**src/sv/fmcce_pkg.sv**
```systemverilog
package fmcce_pkg;

  localparam int ADDR_W = 25;
  localparam int SUM_W = 26;
  localparam int PROGRAM_BYTES = 128;
  localparam int BUF_AW = 7;

  localparam logic [7:0] CMD_ID = 8'h00;
  localparam logic [7:0] CMD_READ = 8'h52;
  localparam logic [7:0] CMD_PROGRAM = 8'hF2;
  localparam logic [7:0] CMD_ERASE = 8'hF1;
  localparam logic [7:0] CMD_STATUS = 8'h83;
  localparam logic [7:0] CMD_SIZE = 8'h85;
  localparam logic [7:0] CMD_CLR_STATUS = 8'h89;

  localparam logic [7:0] ID_HEAD = 8'h80;
  localparam logic [7:0] IDLE_BYTE = 8'hFF;
  localparam logic [7:0] STATUS_RESET = 8'hC1;
  localparam logic [7:0] STATUS_ERR_BITS = 8'h18;
  localparam logic [7:0] STATUS_READY = 8'h01;
  localparam logic [8:0] PAGE_MASK = 9'h1FF;
  localparam logic [2:0] MB_RESET = 3'd4;

  typedef enum logic [2:0] {
    ST_CLEAR,
    ST_IDLE,
    ST_READ,
    ST_CMT_RD,
    ST_CMT_WR,
    ST_ERASE
  } state_t;

  typedef struct packed {
    logic accept;
    logic rd_load;
    logic cnt_inc;
    logic clear_wr;
    logic erase_wr;
    logic commit_wr;
  } ctl_cmd_t;

  typedef struct packed {
    logic is_read;
    logic start_commit;
    logic start_erase;
    logic clr_last;
    logic ers_last;
    logic cmt_last;
  } dp_sts_t;

endpackage

```
**src/sv/fmcce_ctrl.sv**
```systemverilog
module fmcce_ctrl (
  input  logic               clk,
  input  logic               rst,
  input  logic               in_valid,
  output logic               in_stall,
  output logic               out_valid,
  input  logic               out_stall,
  input  fmcce_pkg::dp_sts_t sts,
  output fmcce_pkg::ctl_cmd_t cmd
);
  import fmcce_pkg::*;

  state_t state, state_next;
  logic out_valid_next;
  logic can_take;

  assign can_take = (state == ST_IDLE) && (!out_valid || !out_stall);
  assign in_stall = !can_take;

  always_comb begin
    state_next = state;
    unique case (state)
      ST_CLEAR: if (sts.clr_last) state_next = ST_IDLE;
      ST_IDLE: begin
        if (in_valid && can_take) begin
          priority if (sts.is_read) state_next = ST_READ;
          else if (sts.start_commit) state_next = ST_CMT_RD;
          else if (sts.start_erase) state_next = ST_ERASE;
          else state_next = ST_IDLE;
        end
      end
      ST_READ: state_next = ST_IDLE;
      ST_CMT_RD: state_next = ST_CMT_WR;
      ST_CMT_WR: if (sts.cmt_last) state_next = ST_IDLE; else state_next = ST_CMT_RD;
      ST_ERASE: if (sts.ers_last) state_next = ST_IDLE;
      default: state_next = ST_IDLE;
    endcase
  end

  always_comb begin
    cmd = '0;
    cmd.accept = in_valid && can_take;
    cmd.rd_load = (state == ST_READ);
    cmd.clear_wr = (state == ST_CLEAR);
    cmd.erase_wr = (state == ST_ERASE);
    cmd.commit_wr = (state == ST_CMT_WR);
    cmd.cnt_inc = cmd.clear_wr || cmd.erase_wr || cmd.commit_wr;
    out_valid_next = out_valid && out_stall;
    if ((cmd.accept && !sts.is_read) || cmd.rd_load) out_valid_next = 1'b1;
  end

  always_ff @(posedge clk) begin
    if (rst) begin
      state <= ST_CLEAR;
      out_valid <= 1'b0;
    end else begin
      state <= state_next;
      out_valid <= out_valid_next;
    end
  end

endmodule

```
**config.mk**
```make
export PLATFORM = sky130hd
export DESIGN_NAME = fmcce_ctrl
export DESIGN_NICKNAME = d
export VERILOG_FILES = /design/src/sv/fmcce_pkg.sv /design/src/sv/fmcce_ctrl.sv
export SDC_FILE = /design/constraint.sdc
export NUM_CORES = 1
export LEC_CHECK = 0
export ABC_AREA = 1
export BUFFER_PORTS_ARGS = -buffer_cell sky130_fd_sc_hd__buf_2
export CORE_AREA = 2 2 39 41
export CTS_BUF_LIST = sky130_fd_sc_hd__clkbuf_8
export DETAILED_ROUTE_END_ITERATION = 8
export DIE_AREA = 0 0 41 43
export HOLD_SLACK_MARGIN = 0.08
export PLACE_DENSITY_LB_ADDON = 0.12
export SETUP_SLACK_MARGIN = 0.05
export SLEW_MARGIN = 10
export SYNTH_ARGS = -nofsm -noshare
export SYNTH_HDL_FRONTEND = slang
export SYNTH_SLANG_ARGS = --single-unit
```
**constraint.sdc**
```tcl
create_clock -name clk -period 2.46 [get_ports clk]
set_clock_uncertainty 0.15 [all_clocks]
set_input_delay 0.369 -clock clk [delete_from_list [all_inputs] [get_ports clk]]
set_output_delay 0.369 -clock clk [all_outputs]
set_load 0.01 [all_outputs]
```
==> results of run 1 <==
## kinds of logic after synthesis
logic type	Yosys count
flip-flops	4
buffers and inverters	13
AND/OR/NAND/NOR	22
AO/OA/AOI/OAI	7
## sequential cells by signal, indices dropped and copies added, names as in the netlist
| register | count |
|---|---|
| out_valid | 1 |
| state | 3 |
## worst max-delay path, delay by kind of cell, from the launching register on
family / cells / cell delay (ps)
buffers and inverters: 3 / 340
DFF: 1 / 310
and+or+nand+nor: 3 / 240
## power by group through the flow
stage / sequential (mW) / combinational (mW) / clock [mW]
4_1_cts: 0.0735 / 0.0637 / 0.144
3_5_place_dp: 0.0745 / 0.0636 / 0
5_1_grt: 0.0742 / 0.0698 / 0.149
3_3_place_gp: 0.0745 / 0.0638 / 0
2_1_floorplan: 0.0744 / 0.0409 / 0
6_report: 0.0736 / 0.0623 / 0.141
## cells in the final DEF (no fill, tap or decap)
cell type,instances
nand3_1,3
inv_2,2
buf_2,17
a21oi_2,2
o22ai_1,1
nor2_2,2
nor3_1,1
inv_1,11
nand2_1,5
nand2_2,2
nor2_1,4
a21oi_1,3
clkbuf_8,3
nand3_2,3
nor2_4,2
o21ai_2,1
dfxtp_1,4
## per-layer routing
layer,vias up,GRT usage [%],share of wire (%)
met5,-,0,0
met4,0,8.000,3.0
met3,3,3.141,6.9
met2,10,11.88,47
met1,127,10.26,43
li1,181,-,-
## metrics by stage
| stage | hold WS, ps | instances | total power, mW | instance area, um^2 |
|---|---|---|---|---|
| detailed placement | 448.7 | 79 | 0.1381 | 412.9 |
| global route | 213.2 | 82 | 0.2930 | 454.2 |
| floorplan | 281.4 | 46 | 0.1153 | 307.8 |
| finish | 214.6 | 82 | 0.2769 | 454.2 |
| CTS | 217.0 | 82 | 0.2813 | 454.2 |
| global placement | 445.2 | 79 | 0.1383 | 412.9 |
## final timing paths
check | startpoint | endpoint | slack (ps) | depth (start not counted)
worst max register to register | state[0] | state[0] | 1270 | 7
worst min-delay path | rst | out_valid | 210 | 2
worst min register to register | state[2] | state[1] | 490 | 4
worst max-delay path | state[1] | cmd[5] | 820 | 6
## layout make-up
| class | instances | area (um^2) |
|---|---|---|
| inverters | 13 | 48.80 |
| well taps | 16 | 20.02 |
| repair buffers | 17 | 85.08 |
| clock buffers | 3 | 41.29 |
| multi-input cells | 29 | 178.9 |
| fillers | 169 | 929.6 |
| flip-flops and latches | 4 | 80.08 |
==> impl_metrics.yaml, run 1 <==
clock_tree:
  path_clk_slew_ps: 30
  root_buffer: "clkbuf_8"
  insertion_delay_ps: 220
  post_cts_buffers: 0
  clock_sinks: 4
  cts_hold_buf: 0
  cts_tree: "yes"
  cts_max_level: 1
  clk_path_buf_depth: 2
  cts_buffers: 3
  cts_resized: 0
routing:
  drc_errors: 0
  drt-initial-drc-count: 6
  vias_per_cell: 3.915
  wirelength_um: 695
  ant_nets: 0
  post_drt_wl_per_cell_um: 8.476
  vias: 321
  first_pass_iters: 2
floorplanning:
  die_area_um2: 1763
  initial_utilization_pct: 22.24
  coreArea_um2: 1384
  num_rows: 14
  top_level_ports: 18
  fp.dieW_um: 41
  die_y_um: 43
pwr:
  clkPwrFrac_pct: 50.9
  power.density_nw_per_um2: 609.6
  p_switching_mw: 0.07687
  power.internal_mw: 0.2000
  peakVddDrop_mv: 0.1842
  combPwrFrac_pct: 22.5
  leakagePower_nw: 0.2485
  pwr-share-seq_pct: 26.6
  switching_share_pct: 27.76
grt:
  grt_max_degree: 7
  antenna_found_initial: 0
  grt_pass1_wl_um: 986
  grt_pass1_vias: 284
  grt-ovfl-total: 0
  track_usage_pct: 8.826
logic_synthesis:
  synthMuxAreaShare_pct: 0
  ys_ff_latch: 4
  synthXorXnorAreaFrac_pct: 0
  synth_area_leaders: "dfxtp_1 (26%), inv_1 (13%), nand3_2 (9.8%)"
  synth_top_area_share_pct: 26.02
  synthFlopType: "dfxtp_1"
  syn-mean-instance-area_um2: 6.691
  synth_nets: 56
  yosys.area.top_type: "dfxtp_1"
  synth-simple-area-share_pct: 42.68
  syn-instance-count: 46
  netlist_area_um2: 307.8
  synth_compound_area_share_pct: 15.45
  synth.distinct_cells: 15
  synth_top_family_by_area: "simple AND/OR/NAND/NOR gates"
  yosysMostFrequentCell: "inv_1"
  async_flop_share_pct: 0
  synth_adder_area_share_pct: 0
  synth-warning-count: 0
  synth_commonest_cells: "inv_1 (11), nand2_1 (5), dfxtp_1 (4), nor2_1 (4)"
  seq_area_frac_synth_pct: 26.02
  synth-edff-count: 0
finish:
  syn_to_final_growth_pct: 47.56
  nets: 78
  n_antenna_cell: 0
  finalCoreUtilization_pct: 32.82
  layout-drive-gt1-share_pct: 51.52
sta:
  setup_viol: 0
  finalHoldViolations: 0
  max_freq_mhz: 608.9
  setup_tns_ps: 0
  fin_crit_sh_pct: 66.76
  finalCriticalPeriod_ps: 1642
  relSlewSlack_pct: 82.49
  slew_viol_final: 0
  worst_pin_slew_ps: 260.6
  rsz0062_at_grt: "false"
  setup_ws_ps: 817.6
setup_path:
  worstPathCellList: "inv_1 -> nand3_2 -> inv_2 -> nand2_2 -> nor2_4 -> buf_2"
  cpMaxStageDelayCell: "dfxtp_1"
  slowest_delay_ps: 310
  worstPathMaxFanout: 5
  critPathRequiredTime_ps: 1940
  arrival_ps: 1120
  crit_type: "flip-flop to output pin"
  cp-start-kind: "flip-flop"
  worstSetupEndpointType: "output pin"
placed_design:
  hpwl_um: 594.4
  gp_congestion: 0.7166
  post-place-ws_ps: 1043
  port_buffers: 17
min_path:
  hold_path_class: "primary input to flip-flop"
run:
  drv_cap: 0
status:
  status: "completed"
Note: power is estimated with default switching activity, not from simulation.
==> run 2: changes to the inputs <==
==> constraint.sdc (replaced) <==
create_clock -name clk -period 1.4 [get_ports clk]
set_clock_uncertainty 0.15 [all_clocks]
set_input_delay 0.21 -clock clk [delete_from_list [all_inputs] [get_ports clk]]
set_output_delay 0.21 -clock clk [all_outputs]
set_load 0.01 [all_outputs]
==> impl_metrics.yaml, run 2 (synthesis gave the netlist of run 1 again) <==
finish:
  finalCoreUtilization_pct: 39.60
  n_antenna_cell: 0
  layout-drive-gt1-share_pct: 62.50
  largest-register: "state"
  final_area_um2: 548.0
  layout_commonest_cell: "buf_2"
  fill_cells: 153
  final_cell_count_no_fill: 88
  largestRegisters: "state (3), out_valid (1)"
  largest_reg_flops: 3
  nets: 84
  syn_to_final_growth_pct: 78.05
  final_cell_mix: "buf_2 (15), inv_1 (10), buf_4 (5)"
placed_design:
  placedCellCount: 79
  gp_congestion: 0.7166
  hpwl_um: 594.4
  dpl_cell_area_um2: 412.9
  port_buffers: 17
grt:
  antenna_found_initial: 0
  grt_pass1_vias: 310
  grt_max_degree: 7
  grt_pass1_wl_mm: 1.104
  track_usage_pct: 9.729
  grt-ovfl-total: 0
clock_tree:
  root_buffer: "clkbuf_8"
  path_clk_slew_ps: 30
  insertion_delay_ps: 220
  clk_path_buf_depth: 2
  cts_buffers: 3
  clock_sinks: 4
  cts_max_level: 1
  cts_tree: "yes"
setup_path:
  r2r_slack_ps: 120
  slowest_delay_ps: 330
  cpMaxStageDelayCell: "dfxtp_2"
  cp_common_cell: "inv_4"
  worstSetupEndpointType: "output pin"
  critPathRequiredTime_ps: 1040
  crit_type: "flip-flop to output pin"
  cp-start-kind: "flip-flop"
  worstPathCellList: "inv_4 -> nand3_4 -> inv_4 -> nand2_4 -> nor2_4 -> buf_6"
  arrival_ps: 1050
  worstPathMaxFanout: 4
pwr:
  leakagePower_nw: 0.2872
  total_power_mw: 0.5180
  power.density_nw_per_um2: 945.2
  peakVddDrop_mv: 0.4005
routing:
  vias_per_cell: 4.023
  first_pass_iters: 4
  vias: 354
  wirelength_um: 749
  drt-initial-drc-count: 1
  ant_nets: 0
  drc_errors: 0
  post_drt_wl_per_cell_um: 8.511
floorplanning:
  initial_utilization_pct: 22.24
  num_rows: 14
  top_level_ports: 18
  die_y_um: 43
  die_area_um2: 1763
  fp.dieW_um: 41
  coreArea_um2: 1384
sta:
  setup_viol: 1
  fin_crit_sh_pct: 100.6
  worst_pin_slew_ps: 198.9
  relSlewSlack_pct: 86.67
  max_freq_mhz: 709.9
  rsz0062_at_grt: "true"
  finalHoldViolations: 0
  slew_viol_final: 0
  setup_ws_ps: -8.701
  finalCriticalPeriod_ps: 1409
run:
  drv_cap: 0
status:
  violations: "negative setup slack"
  status: "finished with violations"
min_path:
  hold_path_class: "primary input to flip-flop"
run 2: cell count changes in the layout (fill, tap and decap cells not counted), sizes merged:
cell / delta
dlygate4sd3: +1
buf: +5
run 2: routing by layer:
layer | share of wire, % | global-route usage, % | vias to the layer above
li1 | - | - | 195
met1 | 43 | 11.54 | 146
met2 | 48 | 13.44 | 10
met3 | 6.1 | 3.141 | 3
met4 | 2.7 | 8.000 | 0
met5 | 0 | 0 | -
run 2: layout make-up:
type	instances	area [um^2]	share of cell area, %
clock buffers	3	41.29	7.534
repair buffers	23	145.1	26.48
well taps	16	20.02	3.653
flip-flops and latches	4	86.33	15.75
multi-input cells	29	198.9	36.30
inverters	13	56.30	10.27
run 2: critical path: cells and delay by family (launching register included):
| family | cells | cell delay (ps) |
|---|---|---|
| flip-flops | 1 | 330 |
| AND/OR/NAND/NOR | 3 | 240 |
| buffers and inverters | 3 | 240 |
run 2: worst paths after layout:
| path | start | endpoint | cells past startpoint |
|---|---|---|---|
| setup / recovery | state[1] | cmd[5] | 6 |
| hold / removal | sts[1] | state[2] | 4 |
| setup reg to reg | state[1] | state[2] | 6 |
| hold reg to reg | state[2] | state[1] | 4 |
run 2: repair_timing:
action / in CTS / in global routing
resized for setup: 7 / 7
pin swaps: 0 / 2
endpoints found under the setup margin: 3 / 7
hold buffers: 1 / 0
endpoints found under the hold margin: 3 / 0
cloned: 0 / 0
setup buffers: 3 / 2
run 2: power breakdown:
part	internal [mW]	switching (mW)	total, mW
sequential	0.122	0.0102	0.132
clock	0.184	0.0622	0.246
combinational	0.0681	0.0723	0.140
total	0.373	0.145	0.518
run 2: through the flow:
stage          setup slack [ps]  setup TNS (ps)  hold slack (ps)
2_1_floorplan             234.3               0            122.4
3_3_place_gp              150.3               0            286.2
3_5_place_dp              142.2               0            289.7
4_1_cts                  -17.75          -17.75            125.4
5_1_grt                  -67.87          -175.3            141.4
6_report                 -8.701          -8.701            124.6
==> run 3: changes to the inputs <==
--- a/config.mk
+++ b/config.mk
@@ -18,3 +18,4 @@
 export SYNTH_ARGS = -nofsm -noshare
 export SYNTH_HDL_FRONTEND = slang
 export SYNTH_SLANG_ARGS = --single-unit
+export TNS_END_PERCENT = 10
==> impl_metrics.yaml, run 3 (synthesis gave the netlist of run 1 again) <==
status:
  status: "finished with violations"
  violations: "negative setup slack"
sta:
  fin_crit_sh_pct: 100.4
  setup_tns_ps: -5.365
  relSlewSlack_pct: 82.51
  finalCriticalPeriod_ps: 1405
  max_freq_mhz: 711.6
  worst_pin_slew_ps: 260.4
  slew_viol_final: 0
  finalHoldViolations: 0
  setup_ws_ps: -5.365
  setup_viol: 1
  rsz0062_at_grt: "true"
routing:
  first_pass_iters: 2
  vias_per_cell: 3.894
  drt-initial-drc-count: 1
  vias: 331
  wirelength_um: 713
  ant_nets: 0
  drc_errors: 0
  post_drt_wl_per_cell_um: 8.388
clock_tree:
  cts_tree: "yes"
  root_buffer: "clkbuf_8"
  clk_path_buf_depth: 2
  cts_buffers: 3
  path_clk_slew_ps: 30
  cts_max_level: 1
  insertion_delay_ps: 220
  clock_sinks: 4
floorplanning:
  die_y_um: 43
  fp.dieW_um: 41
  die_area_um2: 1763
  coreArea_um2: 1384
  num_rows: 14
  top_level_ports: 18
  initial_utilization_pct: 22.24
finish:
  syn_to_final_growth_pct: 59.76
  n_antenna_cell: 0
  layout-drive-gt1-share_pct: 59.42
  largest-register: "state"
  layout_commonest_cell: "buf_2"
  final_cell_mix: "buf_2 (16), inv_1 (10), nor2_1 (4), nand2_1 (4)"
  finalCoreUtilization_pct: 35.53
  fill_cells: 163
  largest_reg_flops: 3
  multiInputGateArea_um2: 181.4
  largestRegisters: "state (3), out_valid (1)"
  nets: 81
  regArea_um2: 83.83
grt:
  gr-usage-met3_pct: 3.141
  grt_use_met1_pct: 10.90
  grt_max_degree: 7
  grt-ovfl-total: 0
  track_usage_pct: 9.228
  grt_use_met2_pct: 12.50
  antenna_found_initial: 0
  grt_pass1_wl_mm: 1.041
  grt_pass1_vias: 294
  top_usage_layer: "met2"
min_path:
  hold_path_class: "primary input to flip-flop"
pwr:
  combPwrFrac_pct: 23.9
  power.internal_mw: 0.3601
  p_switching_mw: 0.1378
  switching_share_pct: 27.67
  power.density_nw_per_um2: 1012
  peakVddDrop_mv: 0.3167
  leakagePower_nw: 0.2633
  pwr-share-seq_pct: 26.3
  clkPwrFrac_pct: 49.8
run:
  drv_cap: 0
setup_path:
  cp-start-kind: "flip-flop"
  worstSetupEndpointType: "output pin"
  arrival_ps: 1050
  critPathRequiredTime_ps: 1040
  worstPathMaxFanout: 4
  crit_type: "flip-flop to output pin"
placed_design:
  gp_congestion: 0.7166
  port_buffers: 17
  hpwl_um: 594.4
[run 3: changes by cell type in the layout (fill, tap and decap cells not counted), sizes merged]
cell and change:
buf -3
[run 3: area by class of cell]
class,count,share of cell area (%)
timing repair buffer,20,23.66
inverter,13,9.924
clock buffer,3,8.397
sequential,4,17.05
multi-input combinational,29,36.90
tap,16,4.071
[run 3: repair_timing]
item | 4_1_cts | 5_1_grt
resized for setup | 6 | 0
setup buffers | 1 | 1
endpoints found under the hold margin | 3 | 0
endpoints found under the setup margin | 3 | 6
hold buffers | 1 | 0
pin swaps | 0 | 0
cloned | 0 | 0
[run 3: worst paths after layout]
path | from | end | slack (ps) | cells after the start
worst max-delay path | state[2] | cmd[5] | -5 | 6
worst min register to register | state[2] | state[1] | 470 | 4
worst max register to register | state[2] | state[0] | 210 | 8
worst min-delay path | sts[1] | state[2] | 120 | 4
[run 3: critical path: stages, from the launching register on]
cell and delay (ps):
dfxtp_2 330, inv_2 70, nand3_2 80, inv_2 80
nand2_2 60, nor2_4 100, buf_6 110
[run 3: power groups by stage]
stage / Clock, mW / Sequential, mW / Combinational (mW)
after global placement: 0 / 0.131 / 0.112
after global routing: 0.262 / 0.132 / 0.133
after detailed placement: 0 / 0.131 / 0.112
final: 0.248 / 0.131 / 0.119
after floorplan: 0 / 0.131 / 0.0718
after CTS: 0.253 / 0.131 / 0.120
[run 3: per-stage QoR]
step                hold WS, ps  setup WS, ps  instances  power, mW  instance area, um^2
floorplan                 122.4         234.3         46     0.2026                307.8
global placement          286.2         150.3         79     0.2431                412.9
detailed placement        289.7         142.2         79     0.2427                412.9
CTS                       125.4        -23.32         84     0.5032                484.2
global route              143.8        -64.19         85     0.5266                491.7
finish                    124.4        -5.365         85     0.4978                491.7
[run 3: layer usage]
layer / vias to the layer above / part of all wire (%) / wire, um
met1: 132 / 43 / 306
met2: 10 / 47 / 336
met4: 0 / 2.9 / 21
met5: - / 0 / 0
li1: 186 / - / -
met3: 3 / 6.7 / 48
